### src/rtl/gst_pkg.sv
package gst_pkg;

    localparam int VALUE_WIDTH = 32;
    localparam int FRAC_BITS   = 24;
    localparam int ACC_WIDTH   = 48;

    localparam int NUM_AXES = 3;
    localparam int AXIS_W   = 2;
    localparam int REQ_W    = 2;

    // floor(acc * value / 2^frac) always fits here
    localparam int PROD_WIDTH = ACC_WIDTH + VALUE_WIDTH - FRAC_BITS;
    localparam int SUM_WIDTH  = ((PROD_WIDTH > ACC_WIDTH) ? PROD_WIDTH : ACC_WIDTH) + 1;

    localparam logic [REQ_W-1:0] REQ_TERM   = 2'd0;
    localparam logic [REQ_W-1:0] REQ_METRIC = 2'd1;
    localparam logic [REQ_W-1:0] REQ_FINISH = 2'd2;

    localparam logic [AXIS_W-1:0] LAST_AXIS = AXIS_W'(NUM_AXES - 1);

    typedef logic signed [VALUE_WIDTH-1:0] val_t;
    typedef logic signed [ACC_WIDTH-1:0]   acc_t;

    typedef enum logic [1:0] {
        ST_IDLE,
        ST_ISSUE,
        ST_DRAIN,
        ST_MERGE
    } state_t;

    typedef struct packed {
        logic              valid;
        logic              is_term;
        logic              first;
        logic              last;
        logic              clear;
        logic [AXIS_W-1:0] row;
        logic [AXIS_W-1:0] col;
    } lane_ctl_t;

    typedef struct packed {
        logic [NUM_AXES-1:0][ACC_WIDTH-1:0] grad;
        logic                               sat;
    } lane_res_t;

endpackage

### src/rtl/gst_strain_if.sv
interface gst_strain_if;
    import gst_pkg::*;

    logic                          valid;
    logic                          ready;
    logic signed [VALUE_WIDTH-1:0] strain_xx;
    logic signed [VALUE_WIDTH-1:0] strain_yy;
    logic signed [VALUE_WIDTH-1:0] strain_zz;
    logic signed [VALUE_WIDTH-1:0] strain_xy;
    logic signed [VALUE_WIDTH-1:0] strain_xz;
    logic signed [VALUE_WIDTH-1:0] strain_yz;
    logic                          saturated;

    modport source (
        output valid, strain_xx, strain_yy, strain_zz, strain_xy, strain_xz, strain_yz,
               saturated,
        input  ready
    );

    modport sink (
        input  valid, strain_xx, strain_yy, strain_zz, strain_xy, strain_xz, strain_yz,
               saturated,
        output ready
    );
endinterface

### src/rtl/gst_merge.sv
module gst_merge (
    input  logic                                      clk,
    input  logic                                      rst_n,
    input  logic                                      load,
    input  gst_pkg::lane_res_t [gst_pkg::NUM_AXES-1:0] lanes,
    output logic                                      free,
    gst_strain_if.source                              strain
);
    import gst_pkg::*;

    localparam val_t OUT_MAX = {1'b0, {(VALUE_WIDTH-1){1'b1}}};
    localparam val_t OUT_MIN = {1'b1, {(VALUE_WIDTH-1){1'b0}}};

    // returns {clip, value}
    function automatic logic [VALUE_WIDTH:0] sat_out(input acc_t x);
        logic ovf;
        ovf = x[ACC_WIDTH-1:VALUE_WIDTH-1] != {(ACC_WIDTH-VALUE_WIDTH+1){x[ACC_WIDTH-1]}};
        if (ovf)
        begin
            return {1'b1, (x[ACC_WIDTH-1] ? OUT_MIN : OUT_MAX)};
        end
        return {1'b0, x[VALUE_WIDTH-1:0]};
    endfunction

    // floor((a + b) / 2)
    function automatic acc_t half_sum(input acc_t a, input acc_t b);
        logic signed [ACC_WIDTH:0] s;
        s = (ACC_WIDTH+1)'(a) + (ACC_WIDTH+1)'(b);
        return s[ACC_WIDTH:1];
    endfunction

    logic                 valid_reg;
    logic                 valid_next;
    val_t                 xx_reg, yy_reg, zz_reg, xy_reg, xz_reg, yz_reg;
    logic                 sat_reg;
    logic [VALUE_WIDTH:0] xx_s, yy_s, zz_s, xy_s, xz_s, yz_s;
    logic                 sat_any;

    // lanes[d].grad[c] holds du_d / dx_c
    always_comb
    begin
        xx_s = sat_out(lanes[0].grad[0]);
        yy_s = sat_out(lanes[1].grad[1]);
        zz_s = sat_out(lanes[2].grad[2]);
        xy_s = sat_out(half_sum(lanes[0].grad[1], lanes[1].grad[0]));
        xz_s = sat_out(half_sum(lanes[0].grad[2], lanes[2].grad[0]));
        yz_s = sat_out(half_sum(lanes[1].grad[2], lanes[2].grad[1]));
        sat_any = lanes[0].sat | lanes[1].sat | lanes[2].sat
                | xx_s[VALUE_WIDTH] | yy_s[VALUE_WIDTH] | zz_s[VALUE_WIDTH]
                | xy_s[VALUE_WIDTH] | xz_s[VALUE_WIDTH] | yz_s[VALUE_WIDTH];
    end

    assign free = !valid_reg || strain.ready;

    always_comb
    begin
        if (load)
        begin
            valid_next = 1'b1;
        end
        else if (strain.ready)
        begin
            valid_next = 1'b0;
        end
        else
        begin
            valid_next = valid_reg;
        end
    end

    always_ff @(posedge clk or negedge rst_n)
    begin
        if (!rst_n)
        begin
            valid_reg <= 1'b0;
        end
        else
        begin
            valid_reg <= valid_next;
        end
    end

    always_ff @(posedge clk)
    begin
        if (load)
        begin
            xx_reg  <= xx_s[VALUE_WIDTH-1:0];
            yy_reg  <= yy_s[VALUE_WIDTH-1:0];
            zz_reg  <= zz_s[VALUE_WIDTH-1:0];
            xy_reg  <= xy_s[VALUE_WIDTH-1:0];
            xz_reg  <= xz_s[VALUE_WIDTH-1:0];
            yz_reg  <= yz_s[VALUE_WIDTH-1:0];
            sat_reg <= sat_any;
        end
    end

    assign strain.valid     = valid_reg;
    assign strain.strain_xx = xx_reg;
    assign strain.strain_yy = yy_reg;
    assign strain.strain_zz = zz_reg;
    assign strain.strain_xy = xy_reg;
    assign strain.strain_xz = xz_reg;
    assign strain.strain_yz = yz_reg;
    assign strain.saturated = sat_reg;

endmodule
### src/flat_wrapper.sv
// flat-port wrapper written by rule: the top's interface ports become plain ports
module gst_merge_flat import gst_pkg::*;
  (clk, rst_n, load, lanes, free, strain_valid, strain_strain_xx, strain_strain_yy, strain_strain_zz, strain_strain_xy, strain_strain_xz, strain_strain_yz, strain_saturated, strain_ready);
  gst_strain_if strain_i ();
  input  logic clk;
  input  logic rst_n;
  input  logic load;
  input  gst_pkg::lane_res_t [gst_pkg::NUM_AXES-1:0] lanes;
  output logic free;
  output wire logic [$bits(strain_i.valid)-1:0] strain_valid;
  output wire logic [$bits(strain_i.strain_xx)-1:0] strain_strain_xx;
  output wire logic [$bits(strain_i.strain_yy)-1:0] strain_strain_yy;
  output wire logic [$bits(strain_i.strain_zz)-1:0] strain_strain_zz;
  output wire logic [$bits(strain_i.strain_xy)-1:0] strain_strain_xy;
  output wire logic [$bits(strain_i.strain_xz)-1:0] strain_strain_xz;
  output wire logic [$bits(strain_i.strain_yz)-1:0] strain_strain_yz;
  output wire logic [$bits(strain_i.saturated)-1:0] strain_saturated;
  input wire logic [$bits(strain_i.ready)-1:0] strain_ready;
  assign strain_valid = strain_i.valid;
  assign strain_strain_xx = strain_i.strain_xx;
  assign strain_strain_yy = strain_i.strain_yy;
  assign strain_strain_zz = strain_i.strain_zz;
  assign strain_strain_xy = strain_i.strain_xy;
  assign strain_strain_xz = strain_i.strain_xz;
  assign strain_strain_yz = strain_i.strain_yz;
  assign strain_saturated = strain_i.saturated;
  assign strain_i.ready = strain_ready;
  gst_merge u_core (.clk(clk), .rst_n(rst_n), .load(load), .lanes(lanes), .free(free), .strain(strain_i));
endmodule
### config.mk
export PLATFORM = sky130hd
export DESIGN_NAME = gst_merge_flat
export DESIGN_NICKNAME = d
export VERILOG_FILES = /design/src/rtl/gst_pkg.sv /design/src/rtl/gst_strain_if.sv /design/src/rtl/gst_merge.sv /design/src/flat_wrapper.sv
export SDC_FILE = /design/constraint.sdc
export NUM_CORES = 1
export LEC_CHECK = 0
export BUFFER_PORTS_ARGS = -buffer_cell sky130_fd_sc_hd__buf_2
export CAP_MARGIN = 20
export CORE_AREA = 2 2 249 251
export CTS_CLUSTER_SIZE = 30
export DETAILED_ROUTE_END_ITERATION = 16
export DIE_AREA = 0 0 251 253
export GPL_TIMING_DRIVEN = 0
export PLACE_DENSITY = 0.48
export RECOVER_POWER = 50
export SETUP_SLACK_MARGIN = 0.2
export SLEW_MARGIN = 20
export SYNTH_ARGS = -nofsm -noshare
export SYNTH_HDL_FRONTEND = slang
export SYNTH_SLANG_ARGS = --single-unit
### constraint.sdc
create_clock -name clk -period 0.9 [get_ports clk]
set_input_delay 0 -clock clk [delete_from_list [all_inputs] [get_ports clk]]
set_output_delay 0 -clock clk [all_outputs]
set_load 0.05 [all_outputs]
Yosys cells after proc, flatten, opt, wreduce, memory -nomap -nowiden --
Cells that the tools add are included.
Storage, ports and cells: register bits after elaboration 194, input bits 439, output and inout port bits 195, word-level logic and storage cells 54
Operators by class: add/sub/neg operators 3, equality and inequality tests 6, muxes and demuxes 26, bitwise gates (word level) 8, reduce and logical (&&, ||, !) cells 3
Operators with widths (count):
- $mux W33 | 12
- $mux W32 | 6
- $add A48 B48 Y49 | 3
- $ne A16 B16 Y1 | 6
- $mux W1 | 8
- $or A1 B1 Y1 | 8
- $reduce_bool A2 Y1 | 1
- $logic_not A1 Y1 | 1
- $logic_or A1 B1 Y1 | 1

Logic depth before layout (Yosys ltp) --
depth in word-level cells 9, depth in mapped cells 17, mapped depth without buffers 15

Least setup slack after synthesis --
No wires, ideal clock.
path kind input -> register, start input lanes[97] in the netlist's numbering, end register u_core.xz_reg[21], in the netlist u_core.strain.strain_xz[21] (data pin), setup time 0.260 ns, arrival time 3.895 ns, slack -3.256 ns, stages on the path 14, buffers on the path 1, cells stage by stage and2_1 -> fa_1 -> a21o_2 -> a221o_2 -> a221oi_2 -> o21ai_1 -> a211oi_2 -> xor2_2 -> or4_1 -> nor4b_2 -> a22oi_2 -> nor4_4 -> buf_6 -> mux2_4
On the way: cells in the longest elaborated chain, start to end 4
Ends and longest elaborated chain:
- from (decl) | RTL line flat_wrapper.sv:8 | input gst_pkg::lane_res_t [gst_pkg::NUM_AXES-1:0] lanes;
- $add A48 B48 Y49 * | RTL line gst_merge.sv:28 | s = (ACC_WIDTH+1)'(a) + (ACC_WIDTH+1)'(b);
- $ne A16 B16 Y1 or $mux W32 (tied branches) | RTL line gst_merge.sv:17, gst_merge.sv:20
- $mux W1 or $mux W33 (tied branches) | RTL line gst_merge.sv:18 | if (ovf)
- $mux W33 * | RTL line gst_merge.sv:22 | return {1'b0, x[VALUE_WIDTH-1:0]};
- named net u_core.xz_s[21] | RTL line gst_merge.sv:36 | logic [VALUE_WIDTH:0] xx_s, yy_s, zz_s, xy_s, xz_s, yz_s;
- to (signal assigned) | RTL line gst_merge.sv:91 | xz_reg <= xz_s[VALUE_WIDTH-1:0];
- to (decl) | RTL line gst_merge.sv:34 | val_t xx_reg, yy_reg, zz_reg, xy_reg, xz_reg, yz_reg;
The timed path passes the listed nets; every way through them passes the cells marked *. The select of a mux whose other input is x is not followed. A chain may end at the register's enable or synchronous reset.

Final worst setup path --
start input lanes[97] in the netlist's numbering, end register u_core.xz_reg[24], in the netlist u_core.strain.strain_xz[24] (data pin)
Same word-level chain as after synthesis.

==> qor.csv <==
metric,value,unit
synth_warnings,0,
grt_pass1_vias,18500,
failed_checks,"negative hold slack, negative setup slack",
p_clk_frac,0.211,
cts_buffers,17,
hold_buffers,98,
area_delta_synth_final,64.7,%
synth_compound_area_frac,0.271,
track_usage,0.227,
p_total,39.6,mW
path_clk_slew,90,ps
yosysUniqueCellTypes,92,
totalWireLength,75800,µm
hold_end,u_core.strain.valid$_DFFE_PN0P_,
drive_gt1_frac,0.412,
ys_dominant_reg_cell,edfxtp_1,
syn_area_per_cell,9.32,µm²
syn_inst,1795,
grt.overflow.total,0,
synth-edff-count,193,
synth-xor-area-share,0.0659,
seq_power_share,0.297,
cpPeakStageDelay,450,ps
rows,91,
netlist_area,0.0167,mm²
yosysTopAreaCellShare,0.346,
leakage,11.8,nW
cp_top_family,compound AO/OA/AOI/OAI gates,
rsz0062_at_grt,yes,
timing.final.ws_setup,-2660,ps
hold_depth,4,
portBuffers,633,
gp_congestion,0.901,
synthMuxAreaShare,0.0239,
power.switching,16.6,mW
cp.arrival,3820,ps
slew_headroom,0.294,
vdd_ir_drop_max,1.53,mV
ios,634,
vias_per_cell,5.28,
p_comb_frac,0.492,
coreArea,0.0610,mm²
p_per_area,1440,mW/mm²
cts_tree,yes,
yosysTopAreaCell,edfxtp_1,
crit_path_top_delay_cell,or4_4,
cap_violations,0,
skew,0,ps
cts-root-buf,clkbuf_16,
placed_cells,3220,
yosys.cell_count.top_type,edfxtp_1,
grt_start_max_net_pins,91,
worstPathRequired,1160,ps
nNetsFinal,3238,
cp_common_cell,buf_6,
holdWs,-137,ps
clk_latency,490,ps
synth-simple-area-share,0.146,
initial_core_util,0.274,
instances_no_fill,3467,
synth_nets,2378,
hold_path_class,primary input to register,
hpwl,58200,µm
end_kind,register,
reg2reg_setup_slack,130,ps
maxSlewViolCount,0,
synthTopCellsByCount,"193 x edfxtp_1, 165 x a21oi_1, 159 x a21o_1",
status,"complete, but fails checks",
regToRegEndpoint,u_core.strain.valid$_DFFE_PN0P_,
synthArstFlopShare,0.00515,
critPathMaxFanout,4,
hold_violations,1,
setup_violations,425,
fin_crit_sh,3.96,
crit_buf_inv,3,
timing.rr.start,u_core.strain.valid$_DFFE_PN0P_,
fin_crit,3560,ps
cp-start-kind,primary input,
die_x,251,µm
switching_share,0.418,
tightest_slew,1060,ps
seq_area_frac_synth,0.348,
cts_max_path_buffers,2,
firstDrtPassIters,6,
htree_num_levels,4,
crit_chain,"buf_6, and2_4, fa_2, a21o_2, a221o_2, a221oi_4, o21ai_4, a211oi_4, xor2_4, or4_4, nor4b_4, a22oi_2, nor4_4, buf_6, buf_12, mux2_4",
hp-start,strain_ready,
fin_util,0.452,
synth.area.top_cells,"edfxtp_1 35%, ha_1 11%, a21o_1 7.1%",
path_class,primary input to register,
ant_nets,0,
wl_per_cell,21.9,µm
drt_iter0_drc,1026,
dieArea,0.0635,mm²
grt_pass1_wl,111000,µm
reg2regPathDepth,3,
ys_ff_latch,194,
synthAdderAreaFrac,0.109,
antenna_found_initial,11,
drc_errors,0,
cts.sinks,194,
synth_top_family_by_area,compound AO/OA/AOI/OAI gates,
die_h,253,µm
vias,18300,
p_int,23.0,mW
max_freq,281,MHz
-- kinds of logic after synthesis --
group,count (synthesis)
flip-flops,194
AND/OR/NAND/NOR,479
buffers and inverters,138
multiplexers,38
adder cells (fa/ha/maj),144
AO/OA/AOI/OAI,677
XOR/XNOR,125
-- power by group through the flow --
stage	sequential [mW]	clock [mW]	combinational [mW]
after global placement	11.8	0	14.9
final	11.8	8.33	19.5
after floorplan	15.2	0	6.83
after global routing	11.9	8.82	20.6
after detailed placement	11.7	0	15.0
after CTS	11.8	8.64	18.3
-- layer usage --
layer | up-vias | part of all wire | global-route usage
met5 | - | 0.00034 | 0
li1 | 8679 | - | -
met4 | 4 | 0.038 | 0.0940
met2 | 594 | 0.51 | 0.413
met3 | 123 | 0.045 | 0.0384
met1 | 8904 | 0.41 | 0.264
-- worst max path at each step --
stage                   start                                     to  slack [ps]  cells past startpoint
floorplan           lanes[97]  u_core.strain.strain_xz[21]$_DFFE_PP_       -3040                     14
finish              lanes[97]  u_core.strain.strain_xz[24]$_DFFE_PP_       -2660                     16
global placement    lanes[97]  u_core.strain.strain_xz[30]$_DFFE_PP_       -3730                     15
detailed placement  lanes[97]  u_core.strain.strain_xz[30]$_DFFE_PP_       -3800                     15
global route        lanes[97]  u_core.strain.strain_xz[30]$_DFFE_PP_       -2700                     16
CTS                 lanes[97]  u_core.strain.strain_xz[30]$_DFFE_PP_       -2640                     16
-- tightest hold or removal path, delay by kind of cell --
kind	cells	cell delay, ps
and+or+nand+nor	2	170
buffers and inverters	2	170
-- metrics by stage --
step / TNS [ps] / setup WS, ps / hold WS (ps) / instance area (µm²)
6_report: -286060 / -2660 / -137 / 27600
5_1_grt: -310290 / -2700 / -151 / 27600
4_1_cts: -281910 / -2640 / -271 / 26500
3_5_place_dp: -448720 / -3800 / -222 / 21400
3_3_place_gp: -1003920 / -3730 / -224 / 21300
2_1_floorplan: -267820 / -3040 / -296 / 17200
-- timing repair --
item | 4_1_cts | 5_1_grt
endpoints found under the setup margin | 385 | 455
resized for setup | 684 | 180
pin swaps | 60 | 63
gates cloned | 19 | 1
endpoints found under the hold margin | 143 | 43
setup buffers | 52 | 36
-- area by class of cell --
cell class              instances  area [µm²]
clock buffers                  17         425
plain buffers                 106        1110
fillers                      5848       33500
well taps                     790         988
multi-input cells            1463       12100
flip-flops and latches        194        5820
repair buffers                841        6760
inverters                      32         130
diodes                          9        22.5
clock inverters                15         201
-- placed cells by master, fill, tap and decap left out, types with 73 or more instances in the layout --
cell and n:
buf_4 74, a21o_1 158, edfxtp_1 193, nand2_1 123
o21ai_0 73, buf_2 402, dlygate4sd3_1 98, buf_6 248
nor2_1 88, a21oi_1 151, ha_1 123
Note: power is estimated with default switching activity, not from simulation.
